**config.mk**
```make
export PLATFORM = sky130hd
export DESIGN_NAME = acpu_exec
export DESIGN_NICKNAME = d
export VERILOG_FILES = /design/src/hdl/acpu_pkg.sv /design/src/hdl/acpu_exec.sv
export SDC_FILE = /design/constraint.sdc
export NUM_CORES = 2
export LEC_CHECK = 0
export BUFFER_PORTS_ARGS = -buffer_cell sky130_fd_sc_hd__buf_2
export CORE_UTILIZATION = 35
export DETAILED_ROUTE_END_ITERATION = 6
export SYNTH_ARGS = -nofsm -noshare
export SYNTH_HDL_FRONTEND = slang
export SYNTH_SLANG_ARGS = --single-unit
export TNS_END_PERCENT = 10
```
**constraint.sdc**
```tcl
create_clock -name vclk -period 10.49
set_input_delay 0.5245 -clock vclk [all_inputs]
set_output_delay 0.5245 -clock vclk [all_outputs]
set_load 0.005 [all_outputs]
```
**src/hdl/acpu_pkg.sv**
```systemverilog
package acpu_pkg;

  localparam int DATA_WORDS = 512;
  localparam int ADDR_W     = (DATA_WORDS > 1) ? $clog2(DATA_WORDS) : 1;

  localparam logic [1:0] ACT_EXEC  = 2'd0;
  localparam logic [1:0] ACT_WRITE = 2'd1;
  localparam logic [1:0] ACT_READ  = 2'd2;

  localparam logic [3:0] OP_LOAD  = 4'd0;
  localparam logic [3:0] OP_STA   = 4'd1;
  localparam logic [3:0] OP_ADD   = 4'd2;
  localparam logic [3:0] OP_SUB   = 4'd3;
  localparam logic [3:0] OP_MUL   = 4'd4;
  localparam logic [3:0] OP_AND   = 4'd5;
  localparam logic [3:0] OP_OR    = 4'd6;
  localparam logic [3:0] OP_JMP   = 4'd7;
  localparam logic [3:0] OP_HALT  = 4'd8;
  localparam logic [3:0] OP_NOP   = 4'd9;

  typedef struct packed {
    logic [31:0] acc;
    logic [15:0] pc;
    logic        z;
    logic        c;
    logic        n;
    logic        v;
    logic        halt;
  } cpu_state_t;

  typedef struct packed {
    logic [1:0]  action;
    logic [3:0]  opcode;
    logic [15:0] operand;
    logic [31:0] write_value;
    logic [15:0] data_address;
  } item_t;

  typedef struct packed {
    logic              en;
    logic [ADDR_W-1:0] addr;
    logic [31:0]       data;
  } mem_wr_t;

  function automatic logic addr_in_range(input logic [15:0] a);
    return {1'b0, a} < 17'(DATA_WORDS);
  endfunction

endpackage

```
**src/hdl/acpu_exec.sv**
```systemverilog
// Next-state logic for one item: ALU, PC sequencing, halt, memory write request.
module acpu_exec (
  input  acpu_pkg::cpu_state_t  state,
  input  acpu_pkg::item_t       item,
  input  logic [31:0]           mem_word,
  input  logic [15:0]           program_length,
  output acpu_pkg::cpu_state_t  state_next,
  output logic [31:0]           read_data,
  output acpu_pkg::mem_wr_t     wr
);

  logic [32:0] add_full;
  logic [31:0] add_r;
  logic [31:0] sub_r;
  logic [31:0] mul_r;
  logic        run;

  assign add_full = {1'b0, state.acc} + {1'b0, mem_word};
  assign add_r    = add_full[31:0];
  assign sub_r    = state.acc - mem_word;
  assign mul_r    = state.acc * mem_word;

  assign run = (item.action == acpu_pkg::ACT_EXEC) && !state.halt
               && (state.pc < program_length);

  always_comb begin
    state_next = state;
    read_data  = '0;
    wr.en      = 1'b0;
    wr.addr    = item.operand[acpu_pkg::ADDR_W-1:0];
    wr.data    = state.acc;

    case (item.action)
      acpu_pkg::ACT_EXEC: begin
        if (!state.halt && !run) begin
          state_next.halt = 1'b1;
        end
        if (run) begin
          state_next.pc = state.pc + 16'd1;
          case (item.opcode)
            acpu_pkg::OP_LOAD: begin
              state_next.acc = mem_word;
            end
            acpu_pkg::OP_STA: begin
              wr.en = acpu_pkg::addr_in_range(item.operand);
            end
            acpu_pkg::OP_ADD: begin
              state_next.acc = add_r;
              state_next.c   = add_full[32];
              state_next.v   = ((state.acc[31] ^ add_r[31]) & (mem_word[31] ^ add_r[31]));
            end
            acpu_pkg::OP_SUB: begin
              state_next.acc = sub_r;
              state_next.c   = $signed(mem_word) > $signed(state.acc);
              state_next.v   = 1'b0;
            end
            acpu_pkg::OP_MUL: begin
              state_next.acc = mul_r;
              state_next.c   = 1'b0;
              state_next.v   = 1'b0;
            end
            acpu_pkg::OP_AND: begin
              state_next.acc = state.acc & mem_word;
              state_next.c   = 1'b0;
              state_next.v   = 1'b0;
            end
            acpu_pkg::OP_OR: begin
              state_next.acc = state.acc | mem_word;
              state_next.c   = 1'b0;
              state_next.v   = 1'b0;
            end
            acpu_pkg::OP_JMP: begin
              state_next.pc = item.operand;
            end
            acpu_pkg::OP_HALT: begin
              state_next.halt = 1'b1;
            end
            default: begin
            end
          endcase
          // LOAD and ALU ops refresh Z/N from the new accumulator
          if (item.opcode inside {acpu_pkg::OP_LOAD, acpu_pkg::OP_ADD, acpu_pkg::OP_SUB,
                                  acpu_pkg::OP_MUL, acpu_pkg::OP_AND, acpu_pkg::OP_OR}) begin
            state_next.z = (state_next.acc == 32'd0);
            state_next.n = state_next.acc[31];
          end
        end
      end
      acpu_pkg::ACT_WRITE: begin
        wr.en   = acpu_pkg::addr_in_range(item.data_address);
        wr.addr = item.data_address[acpu_pkg::ADDR_W-1:0];
        wr.data = item.write_value;
      end
      acpu_pkg::ACT_READ: begin
        read_data = mem_word;
      end
      default: begin
      end
    endcase
  end

endmodule

```
# ---- Yosys cells after proc, flatten, opt, wreduce, memory -nomap -nowiden
# Cells that the tools add are included.
dict set report word_totals {
  register_bits 0
  out_inout_bits 127
}
dict set report classes {
  bitwise 5
  mul 1
  add_sub_neg 3
  eq_ne 10
  reduce_logical 11
  muxes 17
  magnitude_cmp 4
}
# cell count
set op_table {}
lappend op_table {{$pmux 32 s6} 1}
lappend op_table {{$mux 53} 2}
lappend op_table {{$mux 32} 3}
lappend op_table {{$mux 41} 1}
lappend op_table {{$add 32x32->33} 1}
lappend op_table {{$and 32x32->32} 1}
lappend op_table {{$gt 32x32->1} 1}
lappend op_table {{$logic_not 32->1} 1}
lappend op_table {{$lt 16x10->1 const B} 2}
lappend op_table {{$mul 32x32->32} 1}
lappend op_table {{$or 32x32->32} 1}
lappend op_table {{$sub 32x32->32} 1}
lappend op_table {{$add 16x1->16 const B} 1}
lappend op_table {{$eq 4x3->1 const B} 4}
lappend op_table {{$lt 16x16->1} 1}
lappend op_table {{$mux 16} 1}
lappend op_table {{$eq 4x2->1 const B} 2}
lappend op_table {{$mux 1} 6}
lappend op_table {{$reduce_bool 6->1} 1}
lappend op_table {{$eq 4x1->1 const B} 1}
lappend op_table {{$eq 4x4->1 const B} 1}
lappend op_table {{$logic_not 4->1} 1}
lappend op_table {{$pmux 1 s2} 2}
lappend op_table {{$reduce_or 4->1} 1}
lappend op_table {{9 further kinds} 13}

# ---- Logic depth before layout (Yosys ltp)
dict set report logic_depth {
  word_depth 9
  ltp_mapped 31
  ltp_nobuf 29
}

# ---- Worst setup path after synthesis
# OpenSTA, ideal clock, no wires.
dict set report synth_path {
  kind {input port to output port}
  start {input port mem_word[2]}
  end {output port state_next[4] (netlist name)}
  required_ns 9.966
  stages 28
  arrival_time_ns 8.099
  path_slack_ns 1.866
  cell_sequence {clkbuf_1 -> inv_1 -> clkbuf_1 -> nor2_1 -> fa_1 -> inv_1 -> fa_1 -> fa_1 -> fa_1 -> inv_1 -> fa_1 -> inv_1 -> fa_1 -> inv_1 -> fa_1 -> fa_1 -> ha_1 -> and3_1 -> a31oi_1 -> o21ai_0 -> or3_1 -> o21ai_0 -> a21o_1 -> a21oi_1 -> a211o_1 -> or3_1 -> or4_1 -> a221oi_2}
}
# element line
set synth_lines {}
lappend synth_lines {{start, declared} acpu_exec.sv:5} ;# input logic [31:0] mem_word,
lappend synth_lines {{end, declared} acpu_exec.sv:7} ;# output acpu_pkg::cpu_state_t state_next,

==> flow_metrics.env <==
export IMPL_outcome="finished clean"
export IMPL_fin_area_um2=26380
export IMPL_drive_above_1_share=0.1266
export IMPL_crit_required_ps=9970
export IMPL_dr_first_iter_drc_count=2771
export IMPL_crit_buf_inv=5
export IMPL_criticalPathCategory="primary input to output pin"
export IMPL_placed_area_um2=26370
export IMPL_path_depth=26
export IMPL_hold_class="primary input to output pin"
export IMPL_synthCells=3131
export IMPL_grt_overflow=0
export IMPL_cts_setup_buffers=0
export IMPL_via_per_inst=5.804
export IMPL_synth_seq_area_share=0
export IMPL_ios=298
export IMPL_cp_slowest_cell="fa_1"
export IMPL_regArea_um2=0
export IMPL_slew_headroom=0.1888
export IMPL_clkbuf_count=0
export IMPL_drtAntennaViolNets=0
export IMPL_dp_cells=4206
export IMPL_hold_viol_final=0
export IMPL_rsz0062_at_grt="false"
export IMPL_ys_types=87
export IMPL_die_area_um2=69030
export IMPL_grt_pass1_vias=24310
export IMPL_cts_resized=0
export IMPL_setup_tns_ps=0
export IMPL_fmax_mhz=99.14
export IMPL_synth_area_um2=23790
export IMPL_seq_cell_count=0
export IMPL_min_period_over_period=0.9616
export IMPL_dr_pass1_iters=6
export IMPL_vias=24430
export IMPL_grt_start_max_net_pins=75
export IMPL_grt_pass1_wl_mm=156.3
export IMPL_hpwlAfterDp_mm=85.37
export IMPL_grt_usage=0.3009
export IMPL_fill_cells=6953
export IMPL_die_x_um=262.7
export IMPL_finalSetupViolations=0
export IMPL_cp_arrival_ps=9560
export IMPL_crit_path_end="state_next[4]"
export IMPL_syn2layout_area_growth_pct=10.85
export IMPL_fp_dieH_um=262.7
export IMPL_syn_nets=3978
export IMPL_cts_hold_repair_buffers=0
export IMPL_nNetsFinal=4182
export IMPL_yosysWarnings=0
export IMPL_crit_path_end_kind="output pin"
export IMPL_wl_mm=105.8
export IMPL_maxCapViolCount=0
export IMPL_post_route_drc_count=0
export IMPL_critPathMostFrequentCell="fa_1"
export IMPL_crit_family="adder cells"
export IMPL_avgSynthCellArea_um2=7.600
export IMPL_port_buffers=298
export IMPL_worst_hold_slack_ps=1312
export IMPL_antenna_found_initial=7
export IMPL_tightestPinTransition_ps=1214
export IMPL_critPathMaxFanout=12
export IMPL_drv_slew=0
export IMPL_slowest_delay_ps=580
export IMPL_rows=95
export IMPL_cp_start_kind="primary input"
export IMPL_wl_per_cell_um=25.13
export IMPL_start_util=0.3543
export IMPL_fin_cells=4208
export IMPL_critPathLaunch="state[36]"
export IMPL_core_area_um2=67160
export IMPL_finalCriticalPeriod_ps=10090
export IMPL_gp_congestion=1.044
layer usage:
layer	global-route usage	up-vias	part of all wire
li1	-	10520	-
met5	0	-	0.00077
met3	0.06100	340	0.11
met1	0.3964	11930	0.40
met4	0.1431	12	0.060
met2	0.4711	1623	0.43
cell usage after synthesis (all sizes together), types with 18 or more instances:
cell / number / area share
inv: 492 / 0.078
nor2: 451 / 0.071
fa: 410 / 0.34
nand2: 344 / 0.055
ha: 266 / 0.14
a21oi: 162 / 0.034
clkbuf: 147 / 0.023
o21ai: 127 / 0.027
xnor2: 90 / 0.033
nand3: 43 / 0.0090
and2: 40 / 0.011
nor3: 39 / 0.0082
buf: 35 / 0.0073
a21o: 24 / 0.0076
o211ai: 22 / 0.0069
xor2: 22 / 0.0081
a211oi: 21 / 0.0066
nand2b: 21 / 0.0055
and3: 19 / 0.0050
a31oi: 18 / 0.0054
o21a: 18 / 0.0057
stage by stage:
step                      setup WS, ps    util
after floorplan                   1866       -
after global placement           594.2  0.3927
after detailed placement         575.8  0.3927
after CTS                        572.4  0.3927
after global routing             253.7  0.3927
final                            402.8  0.3927
worst min-delay path, delay by kind of cell:
family,cells,cell delay [ps]
AO/OA/AOI/OAI,1,50
buffers and inverters,2,180
AND/OR/NAND/NOR,1,30
placed cells by master, fill, tap and decap left out, drive strengths merged, types with 9 or more instances in the layout:
| master | instances |
|---|---|
| o41ai | 9 |
| xor2 | 22 |
| mux2i | 13 |
| o21a | 18 |
| o211ai | 22 |
| o2111ai | 14 |
| a211oi | 21 |
| nand3 | 43 |
| ha | 266 |
| clkinv | 10 |
| buf | 384 |
| o221ai | 10 |
| and3 | 19 |
| nor3b | 9 |
| nand4 | 14 |
| and2 | 40 |
| o31ai | 12 |
| mux2 | 11 |
| nand2 | 344 |
| nor2 | 451 |
| a31oi | 18 |
| nor2b | 14 |
| o21ai | 127 |
| fa | 410 |
| a21o | 24 |
| nor4 | 16 |
| or4 | 14 |
| nor3 | 39 |
| xnor2 | 90 |
| a21oi | 162 |
| or3 | 17 |
| nand2b | 21 |
| o22ai | 12 |
| a221oi | 14 |
| inv | 492 |
| o21bai | 14 |
logic make-up after synthesis:
group / synth area share
compound gates: 0.1568
xor+xnor: 0.04123
fa+ha+maj: 0.4848
buf+inv: 0.1096
mux: 0.01067
simple gates: 0.1969
how the worst min path moves through the flow:
stage,endpoint,slack (ps),cells past startpoint,from
global route,wr[21],1330,4,item[37]
finish,wr[0],1310,4,item[16]
detailed placement,wr[13],1310,4,item[29]
floorplan,state_next[0],1140,1,state[0]
CTS,wr[0],1320,4,item[16]
global placement,wr[21],1310,4,item[37]
cell type report:
| class | instances | area, um^2 | share of cell area |
|---|---|---|---|
| Tap cell | 873 | 1092 | 0.04141 |
| Antenna cell | 2 | 5.005 | 0.0001898 |
| Inverter | 502 | 1884 | 0.07144 |
| Multi-Input combinational cell | 2447 | 21240 | 0.8055 |
| Timing Repair Buffer | 384 | 2150 | 0.08150 |
